## src/rtl/lfc_pkg.sv

```systemverilog
// Package for the line follower turn controller: codes, register layout and reset values.
package lfc_pkg;

	localparam int TIME_BITS_DEF = 32;

	localparam int PWM_W  = 14;
	localparam int DUR_W  = 16;
	localparam int IDX_W  = 3;
	localparam int DATA_W = 16;
	localparam int SENS_W = 8;

	localparam logic [SENS_W-1:0] CENTRE_BITS = 8'b0001_1000;
	localparam logic [SENS_W-1:0] LEFT_BITS   = 8'b1110_0000;
	localparam logic [SENS_W-1:0] RIGHT_BITS  = 8'b0000_0111;
	localparam int INNER_RIGHT_BIT = 3;
	localparam int INNER_LEFT_BIT  = 4;

	localparam logic [PWM_W-1:0] PWM_RESET      = 14'd2500;
	localparam logic [DUR_W-1:0] SIDE_RESET     = 16'd1050;
	localparam logic [DUR_W-1:0] UTURN_RESET    = 16'd2500;
	localparam logic [DUR_W-1:0] WHITE_RESET    = 16'd300;
	localparam logic [DUR_W-1:0] JUNCTION_RESET = 16'd50;

	// floor(x/3) == (x*THIRD_MUL) >> THIRD_SHIFT for every x below 2^17
	localparam int THIRD_MUL   = 43691;
	localparam int THIRD_SHIFT = 17;

	typedef enum logic [1:0] {
		TURN_NONE  = 2'd0,
		TURN_LEFT  = 2'd1,
		TURN_RIGHT = 2'd2,
		TURN_BACK  = 2'd3
	} turn_t;

	typedef enum logic [1:0] {
		MODE_FWD    = 2'd0,
		MODE_SPIN_L = 2'd1,
		MODE_SPIN_R = 2'd2
	} mode_t;

	typedef enum logic [2:0] {
		LAMP_OFF     = 3'd0,
		LAMP_RED     = 3'd1,
		LAMP_GREEN   = 3'd2,
		LAMP_YELLOW  = 3'd3,
		LAMP_BLUE    = 3'd4,
		LAMP_MAGENTA = 3'd5,
		LAMP_CYAN    = 3'd6
	} led_t;

	typedef enum logic [IDX_W-1:0] {
		REG_PWM_NOMINAL  = 3'd0,
		REG_SIDE_TURN    = 3'd1,
		REG_UTURN        = 3'd2,
		REG_WHITE_TIME   = 3'd3,
		REG_JUNCTION     = 3'd4
	} reg_idx_t;

	typedef struct packed {
		logic [PWM_W-1:0] pwm;
		logic [PWM_W-1:0] pwm_third;
		logic [PWM_W-1:0] pwm_half;
		logic [DUR_W-1:0] side_ms;
		logic [DUR_W-1:0] uturn_ms;
		logic [DUR_W-1:0] white_ms;
		logic [DUR_W-1:0] junction_ms;
	} cfg_t;

endpackage

```

## src/rtl/lfc_if.sv

```systemverilog
// Channel interfaces for sensor items, motor results and register writes.
interface lfc_in_if
	import lfc_pkg::*;
	();
	logic              valid;
	logic              ready;
	logic              kind;
	logic [SENS_W-1:0] sensor_bits;
	modport source (output valid, kind, sensor_bits, input ready);
	modport sink (input valid, kind, sensor_bits, output ready);
endinterface

interface lfc_out_if
	import lfc_pkg::*;
	();
	logic             valid;
	logic             ready;
	logic             motor_update;
	logic [1:0]       motor_mode;
	logic [PWM_W-1:0] left_duty;
	logic [PWM_W-1:0] right_duty;
	logic [2:0]       led_colour;
	modport source (output valid, motor_update, motor_mode, left_duty, right_duty, led_colour,
		input ready);
	modport sink (input valid, motor_update, motor_mode, left_duty, right_duty, led_colour,
		output ready);
endinterface

interface lfc_cfg_if
	import lfc_pkg::*;
	();
	logic              valid;
	logic              ready;
	logic [IDX_W-1:0]  index;
	logic [DATA_W-1:0] data;
	modport source (output valid, index, data, input ready);
	modport sink (input valid, index, data, output ready);
endinterface

```

## src/rtl/lfc_cfg_regs.sv

```systemverilog
// Configuration register file with the derived third and half duties.
module lfc_cfg_regs
	import lfc_pkg::*;
(
	input  logic      clk,
	input  logic      arst_n,
	lfc_cfg_if.sink   cfg,
	output cfg_t      regs
);

	cfg_t             regs_q;
	logic [PWM_W-1:0] pwm_new;
	logic [31:0]      third_prod;

	assign cfg.ready  = 1'b1;
	assign pwm_new    = cfg.data[PWM_W-1:0];
	assign third_prod = 32'(pwm_new) * 32'(THIRD_MUL);
	assign regs       = regs_q;

	always_ff @(posedge clk or negedge arst_n) begin
		if (!arst_n) begin
			regs_q.pwm         <= PWM_RESET;
			regs_q.pwm_third   <= PWM_W'(PWM_RESET / 3);
			regs_q.pwm_half    <= PWM_W'(PWM_RESET / 2);
			regs_q.side_ms     <= SIDE_RESET;
			regs_q.uturn_ms    <= UTURN_RESET;
			regs_q.white_ms    <= WHITE_RESET;
			regs_q.junction_ms <= JUNCTION_RESET;
		end else if (cfg.valid) begin
			unique case (cfg.index)
				REG_PWM_NOMINAL: begin
					regs_q.pwm       <= pwm_new;
					regs_q.pwm_third <= PWM_W'(third_prod >> THIRD_SHIFT);
					regs_q.pwm_half  <= pwm_new >> 1;
				end
				REG_SIDE_TURN:  regs_q.side_ms     <= cfg.data[DUR_W-1:0];
				REG_UTURN:      regs_q.uturn_ms    <= cfg.data[DUR_W-1:0];
				REG_WHITE_TIME: regs_q.white_ms    <= cfg.data[DUR_W-1:0];
				REG_JUNCTION:   regs_q.junction_ms <= cfg.data[DUR_W-1:0];
				default: ;
			endcase
		end
	end

endmodule

```

## src/rtl/line_follower_turn_controller.sv

```systemverilog
// Top level of the line follower turn controller.
//
//  channel | dir | payload                                          | beat
//  item    | in  | kind, sensor_bits                                | valid && ready
//  result  | out | motor_update, motor_mode, left/right_duty, led  | valid && ready
//  cfg     | in  | index, data                                      | valid && ready
//
// One item a cycle while no sample waits on a stalled result; an item lands in the input
// register, is decided there, and a sample's result lands in the result register.
// A tick gives no result and only advances the millisecond clock.
// A stalled result holds the sample behind it and the items after it; ticks ahead of it still flow.
// Reset clears all timing state and restores the register defaults; cfg is always ready.
module line_follower_turn_controller
	import lfc_pkg::*;
#(
	parameter int TIME_BITS = TIME_BITS_DEF
) (
	input  logic      clk,
	input  logic      arst_n,
	lfc_in_if.sink    item,
	lfc_out_if.source result,
	lfc_cfg_if.sink   cfg
);

	cfg_t regs;

	lfc_cfg_regs u_cfg (
		.clk    (clk),
		.arst_n (arst_n),
		.cfg    (cfg),
		.regs   (regs)
	);

	logic              valid_s1;
	logic              kind_s1;
	logic [SENS_W-1:0] bits_s1;
	logic              adv_s1;
	logic              sample_adv;

	logic [TIME_BITS-1:0] clock_q, turn_start_q, white_start_q, junc_start_q;
	turn_t                turn_q;
	logic                 white_seen_q, junc_seen_q;

	logic [TIME_BITS-1:0] clock_n, turn_start_n, white_start_n, junc_start_n;
	turn_t                turn_n;
	logic                 white_seen_n, junc_seen_n;

	logic [TIME_BITS-1:0] turn_el, white_el, junc_el, turn_dur;
	logic                 turn_hold, blank_row, white_fire;
	logic                 centre_full, left_full, right_full, junction, junc_fire;

	logic             upd_n;
	mode_t            mode_n;
	logic [PWM_W-1:0] ldut_n, rdut_n;
	led_t             led_n;

	logic             out_valid_q, upd_q;
	mode_t            mode_q;
	logic [PWM_W-1:0] ldut_q, rdut_q;
	led_t             led_q;

	assign sample_adv = valid_s1 && kind_s1 && (!out_valid_q || result.ready);
	assign adv_s1     = valid_s1 && (!kind_s1 || !out_valid_q || result.ready);
	assign item.ready = !valid_s1 || adv_s1;

	always_ff @(posedge clk or negedge arst_n) begin
		if (!arst_n) begin
			valid_s1 <= 1'b0;
		end else if (item.ready) begin
			valid_s1 <= item.valid;
		end
	end

	always_ff @(posedge clk) begin
		if (item.ready && item.valid) begin
			kind_s1 <= item.kind;
			bits_s1 <= item.sensor_bits;
		end
	end

	assign turn_dur    = (turn_q == TURN_BACK) ? TIME_BITS'(regs.uturn_ms)
		: TIME_BITS'(regs.side_ms);
	assign turn_el     = clock_q - turn_start_q;
	assign turn_hold   = (turn_q != TURN_NONE) && (turn_el < turn_dur);
	assign blank_row   = (bits_s1 == '0);
	assign white_el    = clock_q - (white_seen_q ? white_start_q : clock_q);
	assign white_fire  = blank_row && (white_el > TIME_BITS'(regs.white_ms));
	assign centre_full = (bits_s1 & CENTRE_BITS) == CENTRE_BITS;
	assign left_full   = (bits_s1 & LEFT_BITS) == LEFT_BITS;
	assign right_full  = (bits_s1 & RIGHT_BITS) == RIGHT_BITS;
	assign junction    = centre_full && (left_full || right_full);
	assign junc_el     = clock_q - (junc_seen_q ? junc_start_q : clock_q);
	assign junc_fire   = junction && (junc_el > TIME_BITS'(regs.junction_ms));

	always_comb begin
		clock_n       = clock_q;
		turn_n        = turn_q;
		turn_start_n  = turn_start_q;
		white_seen_n  = white_seen_q;
		white_start_n = white_start_q;
		junc_seen_n   = junc_seen_q;
		junc_start_n  = junc_start_q;
		upd_n         = 1'b1;
		mode_n        = MODE_FWD;
		ldut_n        = regs.pwm;
		rdut_n        = regs.pwm;
		led_n         = LAMP_GREEN;
		if (!kind_s1) begin
			clock_n = clock_q + 1'b1;
		end else if (turn_hold) begin
			case (turn_q)
				TURN_LEFT: begin
					mode_n = MODE_SPIN_L;
					led_n  = LAMP_BLUE;
				end
				TURN_RIGHT: begin
					mode_n = MODE_SPIN_R;
					led_n  = LAMP_RED;
				end
				default: begin
					mode_n = MODE_SPIN_L;
					led_n  = LAMP_MAGENTA;
				end
			endcase
		end else begin
			turn_n = TURN_NONE;
			if (blank_row) begin
				white_seen_n = 1'b1;
				if (!white_seen_q) begin
					white_start_n = clock_q;
				end
			end else begin
				white_seen_n = 1'b0;
			end
			if (white_fire) begin
				turn_n       = TURN_BACK;
				turn_start_n = clock_q;
				upd_n        = 1'b0;
				ldut_n       = '0;
				rdut_n       = '0;
				led_n        = LAMP_CYAN;
			end else begin
				if (junction) begin
					junc_seen_n = 1'b1;
					if (!junc_seen_q) begin
						junc_start_n = clock_q;
					end
				end else begin
					junc_seen_n = 1'b0;
				end
				if (junc_fire) begin
					turn_n       = left_full ? TURN_LEFT : TURN_RIGHT;
					turn_start_n = clock_q;
					junc_seen_n  = 1'b0;
					upd_n        = 1'b0;
					ldut_n       = '0;
					rdut_n       = '0;
					led_n        = junc_seen_q ? LAMP_OFF : LAMP_YELLOW;
				end else if (centre_full) begin
					ldut_n = regs.pwm;
				end else if (bits_s1[INNER_RIGHT_BIT]) begin
					rdut_n = regs.pwm_third;
				end else if (bits_s1[INNER_LEFT_BIT]) begin
					ldut_n = regs.pwm_third;
				end else begin
					ldut_n = regs.pwm_half;
					rdut_n = regs.pwm_half;
				end
			end
		end
	end

	always_ff @(posedge clk or negedge arst_n) begin
		if (!arst_n) begin
			clock_q       <= '0;
			turn_q        <= TURN_NONE;
			turn_start_q  <= '0;
			white_seen_q  <= 1'b0;
			white_start_q <= '0;
			junc_seen_q   <= 1'b0;
			junc_start_q  <= '0;
		end else if (adv_s1) begin
			clock_q       <= clock_n;
			turn_q        <= turn_n;
			turn_start_q  <= turn_start_n;
			white_seen_q  <= white_seen_n;
			white_start_q <= white_start_n;
			junc_seen_q   <= junc_seen_n;
			junc_start_q  <= junc_start_n;
		end
	end

	always_ff @(posedge clk or negedge arst_n) begin
		if (!arst_n) begin
			out_valid_q <= 1'b0;
		end else if (sample_adv) begin
			out_valid_q <= 1'b1;
		end else if (result.ready) begin
			out_valid_q <= 1'b0;
		end
	end

	always_ff @(posedge clk) begin
		if (sample_adv) begin
			upd_q  <= upd_n;
			mode_q <= mode_n;
			ldut_q <= ldut_n;
			rdut_q <= rdut_n;
			led_q  <= led_n;
		end
	end

	assign result.valid        = out_valid_q;
	assign result.motor_update = upd_q;
	assign result.motor_mode   = mode_q;
	assign result.left_duty    = ldut_q;
	assign result.right_duty   = rdut_q;
	assign result.led_colour   = led_q;

endmodule

```

## src/flat_wrapper.sv

```systemverilog
// flat-port wrapper written by rule: the top's interface ports become plain ports
module line_follower_turn_controller_flat import lfc_pkg::*;
#(
	parameter int TIME_BITS = TIME_BITS_DEF
)
  (clk, arst_n, item_valid, item_kind, item_sensor_bits, item_ready, result_valid, result_motor_update, result_motor_mode, result_left_duty, result_right_duty, result_led_colour, result_ready, cfg_valid, cfg_index, cfg_data, cfg_ready);
  lfc_in_if item_i ();
  lfc_out_if result_i ();
  lfc_cfg_if cfg_i ();
  input  logic clk;
  input  logic arst_n;
  input wire logic [$bits(item_i.valid)-1:0] item_valid;
  input wire logic [$bits(item_i.kind)-1:0] item_kind;
  input wire logic [$bits(item_i.sensor_bits)-1:0] item_sensor_bits;
  output wire logic [$bits(item_i.ready)-1:0] item_ready;
  output wire logic [$bits(result_i.valid)-1:0] result_valid;
  output wire logic [$bits(result_i.motor_update)-1:0] result_motor_update;
  output wire logic [$bits(result_i.motor_mode)-1:0] result_motor_mode;
  output wire logic [$bits(result_i.left_duty)-1:0] result_left_duty;
  output wire logic [$bits(result_i.right_duty)-1:0] result_right_duty;
  output wire logic [$bits(result_i.led_colour)-1:0] result_led_colour;
  input wire logic [$bits(result_i.ready)-1:0] result_ready;
  input wire logic [$bits(cfg_i.valid)-1:0] cfg_valid;
  input wire logic [$bits(cfg_i.index)-1:0] cfg_index;
  input wire logic [$bits(cfg_i.data)-1:0] cfg_data;
  output wire logic [$bits(cfg_i.ready)-1:0] cfg_ready;
  assign item_i.valid = item_valid;
  assign item_i.kind = item_kind;
  assign item_i.sensor_bits = item_sensor_bits;
  assign item_ready = item_i.ready;
  assign result_valid = result_i.valid;
  assign result_motor_update = result_i.motor_update;
  assign result_motor_mode = result_i.motor_mode;
  assign result_left_duty = result_i.left_duty;
  assign result_right_duty = result_i.right_duty;
  assign result_led_colour = result_i.led_colour;
  assign result_i.ready = result_ready;
  assign cfg_i.valid = cfg_valid;
  assign cfg_i.index = cfg_index;
  assign cfg_i.data = cfg_data;
  assign cfg_ready = cfg_i.ready;
  line_follower_turn_controller #(.TIME_BITS(TIME_BITS)) u_core (.clk(clk), .arst_n(arst_n), .item(item_i), .result(result_i), .cfg(cfg_i));
endmodule
```

## config.mk

```make
export PLATFORM = sky130hd
export DESIGN_NAME = line_follower_turn_controller_flat
export DESIGN_NICKNAME = d
export VERILOG_FILES = /design/src/rtl/lfc_pkg.sv /design/src/rtl/lfc_if.sv /design/src/rtl/lfc_cfg_regs.sv /design/src/rtl/line_follower_turn_controller.sv /design/src/flat_wrapper.sv
export SDC_FILE = /design/constraint.sdc
export NUM_CORES = 1
export LEC_CHECK = 0
export BUFFER_PORTS_ARGS = -buffer_cell sky130_fd_sc_hd__buf_4
export CAP_MARGIN = 20
export CORE_MARGIN = 5
export CORE_UTILIZATION = 45
export DETAILED_ROUTE_END_ITERATION = 7
export HOLD_SLACK_MARGIN = 0.02
export SLEW_MARGIN = 25
export SYNTH_ARGS = -nofsm -noshare
export SYNTH_HDL_FRONTEND = slang
export SYNTH_SLANG_ARGS = --single-unit
```

## constraint.sdc

```tcl
create_clock -name clk -period 13.7 [get_ports clk]
set_clock_uncertainty 0.15 [all_clocks]
set_input_delay 0.685 -clock clk [delete_from_list [all_inputs] [get_ports clk]]
set_output_delay 0.685 -clock clk [all_outputs]
set_load 0.05 [all_outputs]
```

Word level (Yosys, flattened, before mapping):

Cells that the tools add are included.

* flip-flop bits (word level): 281
* input port bits: 33
* output and inout port bits: 37
* word-level logic and storage cells: 113

* add/sub/neg operators: 4
* $mul: 1
* $lt $le $gt $ge: 3
* eq/ne operators: 10
* multiplexer cells: 35
* bitwise gates (word level): 3
* reductions and logical operators: 34

Operator list (count)
* 14-bit two-way mux: 13
* 32-bit two-way mux: 4
* 32-bit subtractor: 3
* 32-bit by 16-bit > comparator with 1-bit output: 2
* 32-bit by 1-bit adder with 32-bit output (second input constant): 1
* 32-bit < comparator: 1
* 14-bit by 16-bit multiplier with 30-bit output (second input constant): 1
* 16-bit two-way mux: 1
* 2-bit AND reduction: 7
* 13-bit two-way mux: 1
* 4-bit AND reduction: 3
* 2-bit two-way mux: 5
* 3-bit equality test (second input constant): 3
* 3-bit two-way mux: 3
* 1-bit logical AND: 8
* 8-bit logical NOT: 1
* 1-bit two-way mux: 7
* 2-bit equality test (second input constant): 3
* 3-bit by 2-bit equality test with 1-bit output (second input constant): 2
* 3-bit case mux with 2 select lines: 1
* 2-bit nonzero test: 3
* 1-bit logical OR: 5
* 5-bit AND reduction: 1
* 3-bit by 1-bit equality test with 1-bit output (second input constant): 1
* other kinds (6): 10

Longest topological paths before layout:

* depth after elaboration: 8
* mapped depth: 27
* gate-level depth less buffers: 25

By module:

A second synthesis with hierarchy kept.

* cells, all modules: 2381
* area total of the unflattened synthesis: 22422.8 sq um

By module, submodules not included
* line_follower_turn_controller: instances 1, cells an instance 1713, area an instance 15198.3 sq um, sequential area each 4644.5 sq um
* lfc_cfg_regs: instances 1, cells an instance 668, area an instance 7224.4 sq um, sequential area each 2308.5 sq um

Least setup slack after synthesis:

No wires, ideal clock.

* path type: register to register
* from: reg u_core.junc_seen_q
* to: reg u_core.rdut_q[10] (netlist: u_core.result.right_duty[10]) (data pin)
* setup time: 167 ps
* arrival: 5861 ps
* required time: 13383 ps
* setup slack: 7522 ps
* stages on the path, launching flop included: 27
* buffers on the path: 3
* clock period less this slack: 6178 ps
* path through: dfrtp_1 -> clkbuf_1 -> clkbuf_1 -> mux2i_1 -> ha_1 -> a21oi_1 -> nand2_1 -> o21ai_0 -> nand2_1 -> a21o_1 -> a21o_1 -> a221o_1 -> a21oi_1 -> xnor2_1 -> ha_1 -> nand4_1 -> or2_2 -> a21oi_1 -> a2111oi_0 -> o221ai_1 -> or4_1 -> nor4_1 -> nand4_1 -> a21oi_2 -> nor2_1 -> clkbuf_1 -> a211oi_1

* cells in the longest elaborated chain, start to end: 8

RTL lines
* start: declaration: RTL line line_follower_turn_controller.sv:42 `logic white_seen_q, junc_seen_q;`
* start signal: assignment: RTL line line_follower_turn_controller.sv:188 `junc_seen_q <= junc_seen_n;`
* 32-bit two-way mux: RTL line line_follower_turn_controller.sv:92 `assign junc_el = clock_q - (junc_seen_q ? junc_start_q : clock_q);`
* 32-bit subtractor: RTL line line_follower_turn_controller.sv:92
* 32-bit by 16-bit > comparator with 1-bit output: RTL line line_follower_turn_controller.sv:93 `assign junc_fire = junction && (junc_el > TIME_BITS'(regs.junction_ms));`
* 1-bit logical AND: RTL line line_follower_turn_controller.sv:93
* 14-bit two-way mux: RTL line line_follower_turn_controller.sv:151 `if (junc_fire) begin`
* 14-bit two-way mux: RTL line line_follower_turn_controller.sv:135 `if (white_fire) begin`
* 14-bit two-way mux: RTL line line_follower_turn_controller.sv:110 `end else if (turn_hold) begin`
* 14-bit two-way mux: RTL line line_follower_turn_controller.sv:108 `if (!kind_s1) begin`
* via u_core.rdut_n[10]: RTL line line_follower_turn_controller.sv:54 `logic [PWM_W-1:0] ldut_n, rdut_n;`
* end signal: assignment: RTL line line_follower_turn_controller.sv:208 `rdut_q <= rdut_n;`
* end: declaration: RTL line line_follower_turn_controller.sv:59 `logic [PWM_W-1:0] ldut_q, rdut_q;`

The timed path passes the listed nets, and every way through them passes these cells.
A chain may end at the register's enable or synchronous reset.

Worst setup path after layout:

* from: reg u_core.clock_q[1]
* to: reg u_core.turn_start_q[24]

* cells in the longest elaborated chain, start to end: 6
* elaborated cells on any way between the ends: 15
* those cells by class: add/sub: 3; order compare: 3; mux: 3; bitwise: 1; reduce/logical: 5

RTL lines
* start: declaration: RTL line line_follower_turn_controller.sv:40 `logic [TIME_BITS-1:0] clock_q, turn_start_q, white_start_q, junc_start_q;`
* start signal: assignment: RTL line line_follower_turn_controller.sv:183 `clock_q <= clock_n;`
* 32-bit two-way mux, on equally long branches
* 32-bit subtractor, on equally long branches: RTL line line_follower_turn_controller.sv:92, line_follower_turn_controller.sv:86
* 32-bit by 16-bit > comparator with 1-bit output, on equally long branches: RTL line line_follower_turn_controller.sv:93, line_follower_turn_controller.sv:87
* 1-bit logical AND, on equally long branches: RTL line line_follower_turn_controller.sv:93, line_follower_turn_controller.sv:87
* 2-bit nonzero test (no line)
* 4-bit AND reduction (no line)
* end signal: assignment: RTL line line_follower_turn_controller.sv:185 `turn_start_q <= turn_start_n;`
* end: declaration: RTL line line_follower_turn_controller.sv:40

Several ways; a longest one is shown, not always the timed one.

==> results.json <==
{
  "grt_use_total": 0.213,
  "internal_power_mw": 2.56,
  "ys_top_cells_by_area": "dfrtp_1, ha_1, edfxtp_1",
  "cp_common_cell": "a21oi_1",
  "synth_top_area_cell": "dfrtp_1",
  "syn_avg_cell_area_sq_um": 9.38,
  "netlist.area_leader.share": 0.233,
  "slowest_delay_ps": 720,
  "clk_latency_ps": 560,
  "max-slew-margin-rel": 0.358,
  "cp-start-kind": "register",
  "fin_cells": 2965,
  "synth_most_common_cell": "nand2_1",
  "first_pass_iters": 7,
  "start_util": 0.452,
  "drive_gt1_frac": 0.115,
  "syn-cell-area_sq_um": 21500,
  "vias": 16800,
  "fin_crit_sh": 0.550,
  "clock_sinks": 268,
  "yosysSeqAreaShare": 0.323,
  "critPathTopFamily": "compound AO/OA/AOI/OAI gates",
  "cpMaxStageDelayCell": "a2111oi_0",
  "synthAdderAreaFrac": 0.195,
  "first_global_vias": 16700,
  "clk_pin_slew_ps": 50,
  "cts_tree": "done",
  "hp-class": "in2reg",
  "min_from": "item_kind",
  "finalMaxSlewViolations": 0,
  "post_cts_resized": 0,
  "antenna_left": 0,
  "synth_compound_area_frac": 0.160,
  "cts_root_buf": "clkbuf_16",
  "htree_levels": 2,
  "async_flop_share": 0.840,
  "p_comb_frac": 0.537,
  "design.die.area_sq_um": 52300,
  "worst-path-buf-inv": 3,
  "die_w_microns": 229,
  "ios": 70,
  "synth_seq_cells": 268,
  "outcome": "finished, final reports clean",
  "wl_per_cell_microns": 19.0,
  "busiest_layer": "met2",
  "netlist_top_cells_count": "nand2_1, ha_1, dfrtp_1",
  "fin_crit_ps": 7540,
  "grt_pass1_wl_microns": 91100,
  "grt_util_met2": 0.352,
  "synthCells": 2294,
  "fmax_mhz": 133,
  "p_seq_frac": 0.233,
  "routed_wl_microns": 56400,
  "grt_start_max_net_pins": 85,
  "nFillCells": 4402,
  "die_height_microns": 229,
  "yosys.area_share.simple": 0.130,
  "antenna_found_initial": 1,
  "p_leak_nw": 11.1,
  "required_ps": 13970,
  "vdd_drop_max_v": 0.000230,
  "rsz0062_at_grt": "false",
  "fp-row-count": 80,
  "switching_share": 0.411,
  "gp_congestion": 0.903,
  "fin_tns_setup_ps": 0,
  "clk_path_buf_depth": 3,
  "cts_buffers": 35,
  "layout.nets": 2654,
  "yosysWarnings": 0,
  "synth_cell_types": 81,
  "use_met1": 0.287,
  "setup_violations": 0,
  "cp.arrival_ps": 7810,
  "power_frac_clock": 0.230,
  "synth_top_family_by_area": "adder cells",
  "power.switching_mw": 1.78,
  "hold_viol_final": 0,
  "synth-main-ff-cell": "dfrtp_1",
  "cap_violations": 0,
  "postCtsSetupRepairBufs": 0,
  "vias_per_cell": 5.68,
  "dp_cells": 2899,
  "p_per_area_nw_per_um2": 182,
  "use_met3": 0.0286,
  "core_sq_um": 47500,
  "io_buffer_count": 68,
  "path_class": "reg2reg",
  "path_max_fanout": 33,
  "synthMuxAreaShare": 0.0987,
  "drc": 0,
  "area_growth_pct": 10.6,
  "worstSetupEndpointType": "register",
  "rr_startpoint": "u_core.clock_q[1]",
  "initialDrtViolationCount": 1087,
  "worstMarginPinSlew_ps": 961,
  "overflow": 0,
  "place_hpwl_microns": 44100,
  "syn-num-nets": 2626,
  "synth-edff-count": 43,
  "startpoint": "u_core.clock_q[1]",
  "synth_xor_area_frac": 0.0399
}
## final timing paths
path / endpoint / slack (ps) / cells after the start
min in group asynchronous: u_core.white_start_q[29] / 580 / 2
setup / recovery: u_core.turn_start_q[24] / 6160 / 26
hold / removal: u_core.kind_s1 / 160 / 1
max in group asynchronous: u_core.junc_seen_q / 11360 / 3
setup reg to reg: u_core.turn_start_q[24] / 6160 / 26
hold reg to reg: u_core.junc_start_q[26] / 330 / 2
## registers in the layout (all words and copies together) (netlist names), 3 cells and up
register,flops
u_core.result.left_duty,14
u_core.clock_q,32
u_core.u_cfg.regs,91
u_core.result.right_duty,14
u_core.result.led_colour,3
u_core.bits_s1,8
u_core.turn_start_q,32
u_core.white_start_q,32
u_core.junc_start_q,32
## worst register-to-register path, stage by stage, from the launching register on
cell       delay, ps
dfrtp_1          610
inv_1            210
o21ai_0          380
inv_1            110
ha_1             310
nand2b_1         100
a21oi_1           80
o21ai_0          360
nand2_1          170
a21o_1           210
a21o_1           190
a221o_1          320
a21oi_1          170
xnor2_1          160
ha_1             270
nand4_1          110
or2_2            140
a21oi_1           40
a2111oi_0        720
o221ai_1         230
or4_1            480
nor4_1           300
nand4_1          390
a21oi_2          400
nor2_4            60
buf_4            290
mux2_4           450
## what timing repair did
item | CTS | global route
hold buffers | 1 | 0
hold endpoints to repair | 41 | 0
setup endpoints to repair | 0 | 0
## power groups by stage
stage	logic [mW]	registers [mW]	clock network (mW)
after CTS	2.34	1.01	1.03
after floorplan	1.71	1.02	0
after global routing	2.63	1.02	1.06
after detailed placement	2.32	1.03	0
final	2.33	1.01	0.999
after global placement	2.28	1.02	0
## layout by cell type, fill, tap and decap left out, types with 12 or more instances in the layout
cell type  Yosys  layout
nand2_1      246     246
ha_1         240     240
inv_1        199     199
dfrtp_1      200     198
o21ai_0      187     187
a21oi_1      128     127
nor2_1       116     114
mux2i_1      112     112
buf_4          2      76
xnor2_1       59      59
fa_1          59      59
mux2_2        53      53
nand4_1       48      48
edfxtp_1      43      43
xor2_1        39      39
nand3_1       38      38
clkbuf_16      0      37
a21o_1        34      34
nor3_1        34      34
a211oi_1      29      29
mux2_4        27      27
o21a_1        25      25
dfstp_2       25      25
and3_1        20      20
nand2b_1      15      15
o211ai_1      15      15
nor2b_1       15      15
or3_1         15      15
o22ai_1       15      15
a31oi_1       12      12
nor4_1        12      12
## cell type report
| type | count | area (sq um) | share of cell area |
|---|---|---|---|
| sequential | 268 | 6960 | 0.292 |
| tap | 615 | 769 | 0.0323 |
| timing repair buffer | 79 | 607 | 0.0255 |
| antenna | 1 | 2.50 | 0.000105 |
| multi-input combinational | 1739 | 13400 | 0.565 |
| clock inverter | 14 | 215 | 0.00905 |
| clock buffer | 50 | 1040 | 0.0439 |
| inverter | 199 | 747 | 0.0314 |
## kinds of logic after synthesis
family	Yosys count
AND/OR/NAND/NOR	599
AO/OA/AOI/OAI	550
adder cells (fa/ha/maj)	299
buffers and inverters	287
flip-flops	268
multiplexers	192
XOR/XNOR	98
other	1
## per-stage QoR
step                worst slack, ps   util  total power [mW]  area (sq um)  hold WS (ps)
detailed placement             6330  0.473              3.35         22500           320
floorplan                      7520      -              2.73         21500           239
CTS                            6270  0.500              4.38         23800           127
global placement               6650  0.473              3.30         22500           312
global route                   5730  0.500              4.72         23800           138
finish                         6160  0.500              4.34         23800           162
## metal layers
metal / wire, microns / vias up
met1: 25900 / 8172
met2: 26500 / 292
li1: - / 8273
met4: 2020 / 2
met3: 1920 / 90
met5: 13 / -
(Power assumes the default switching activity.)
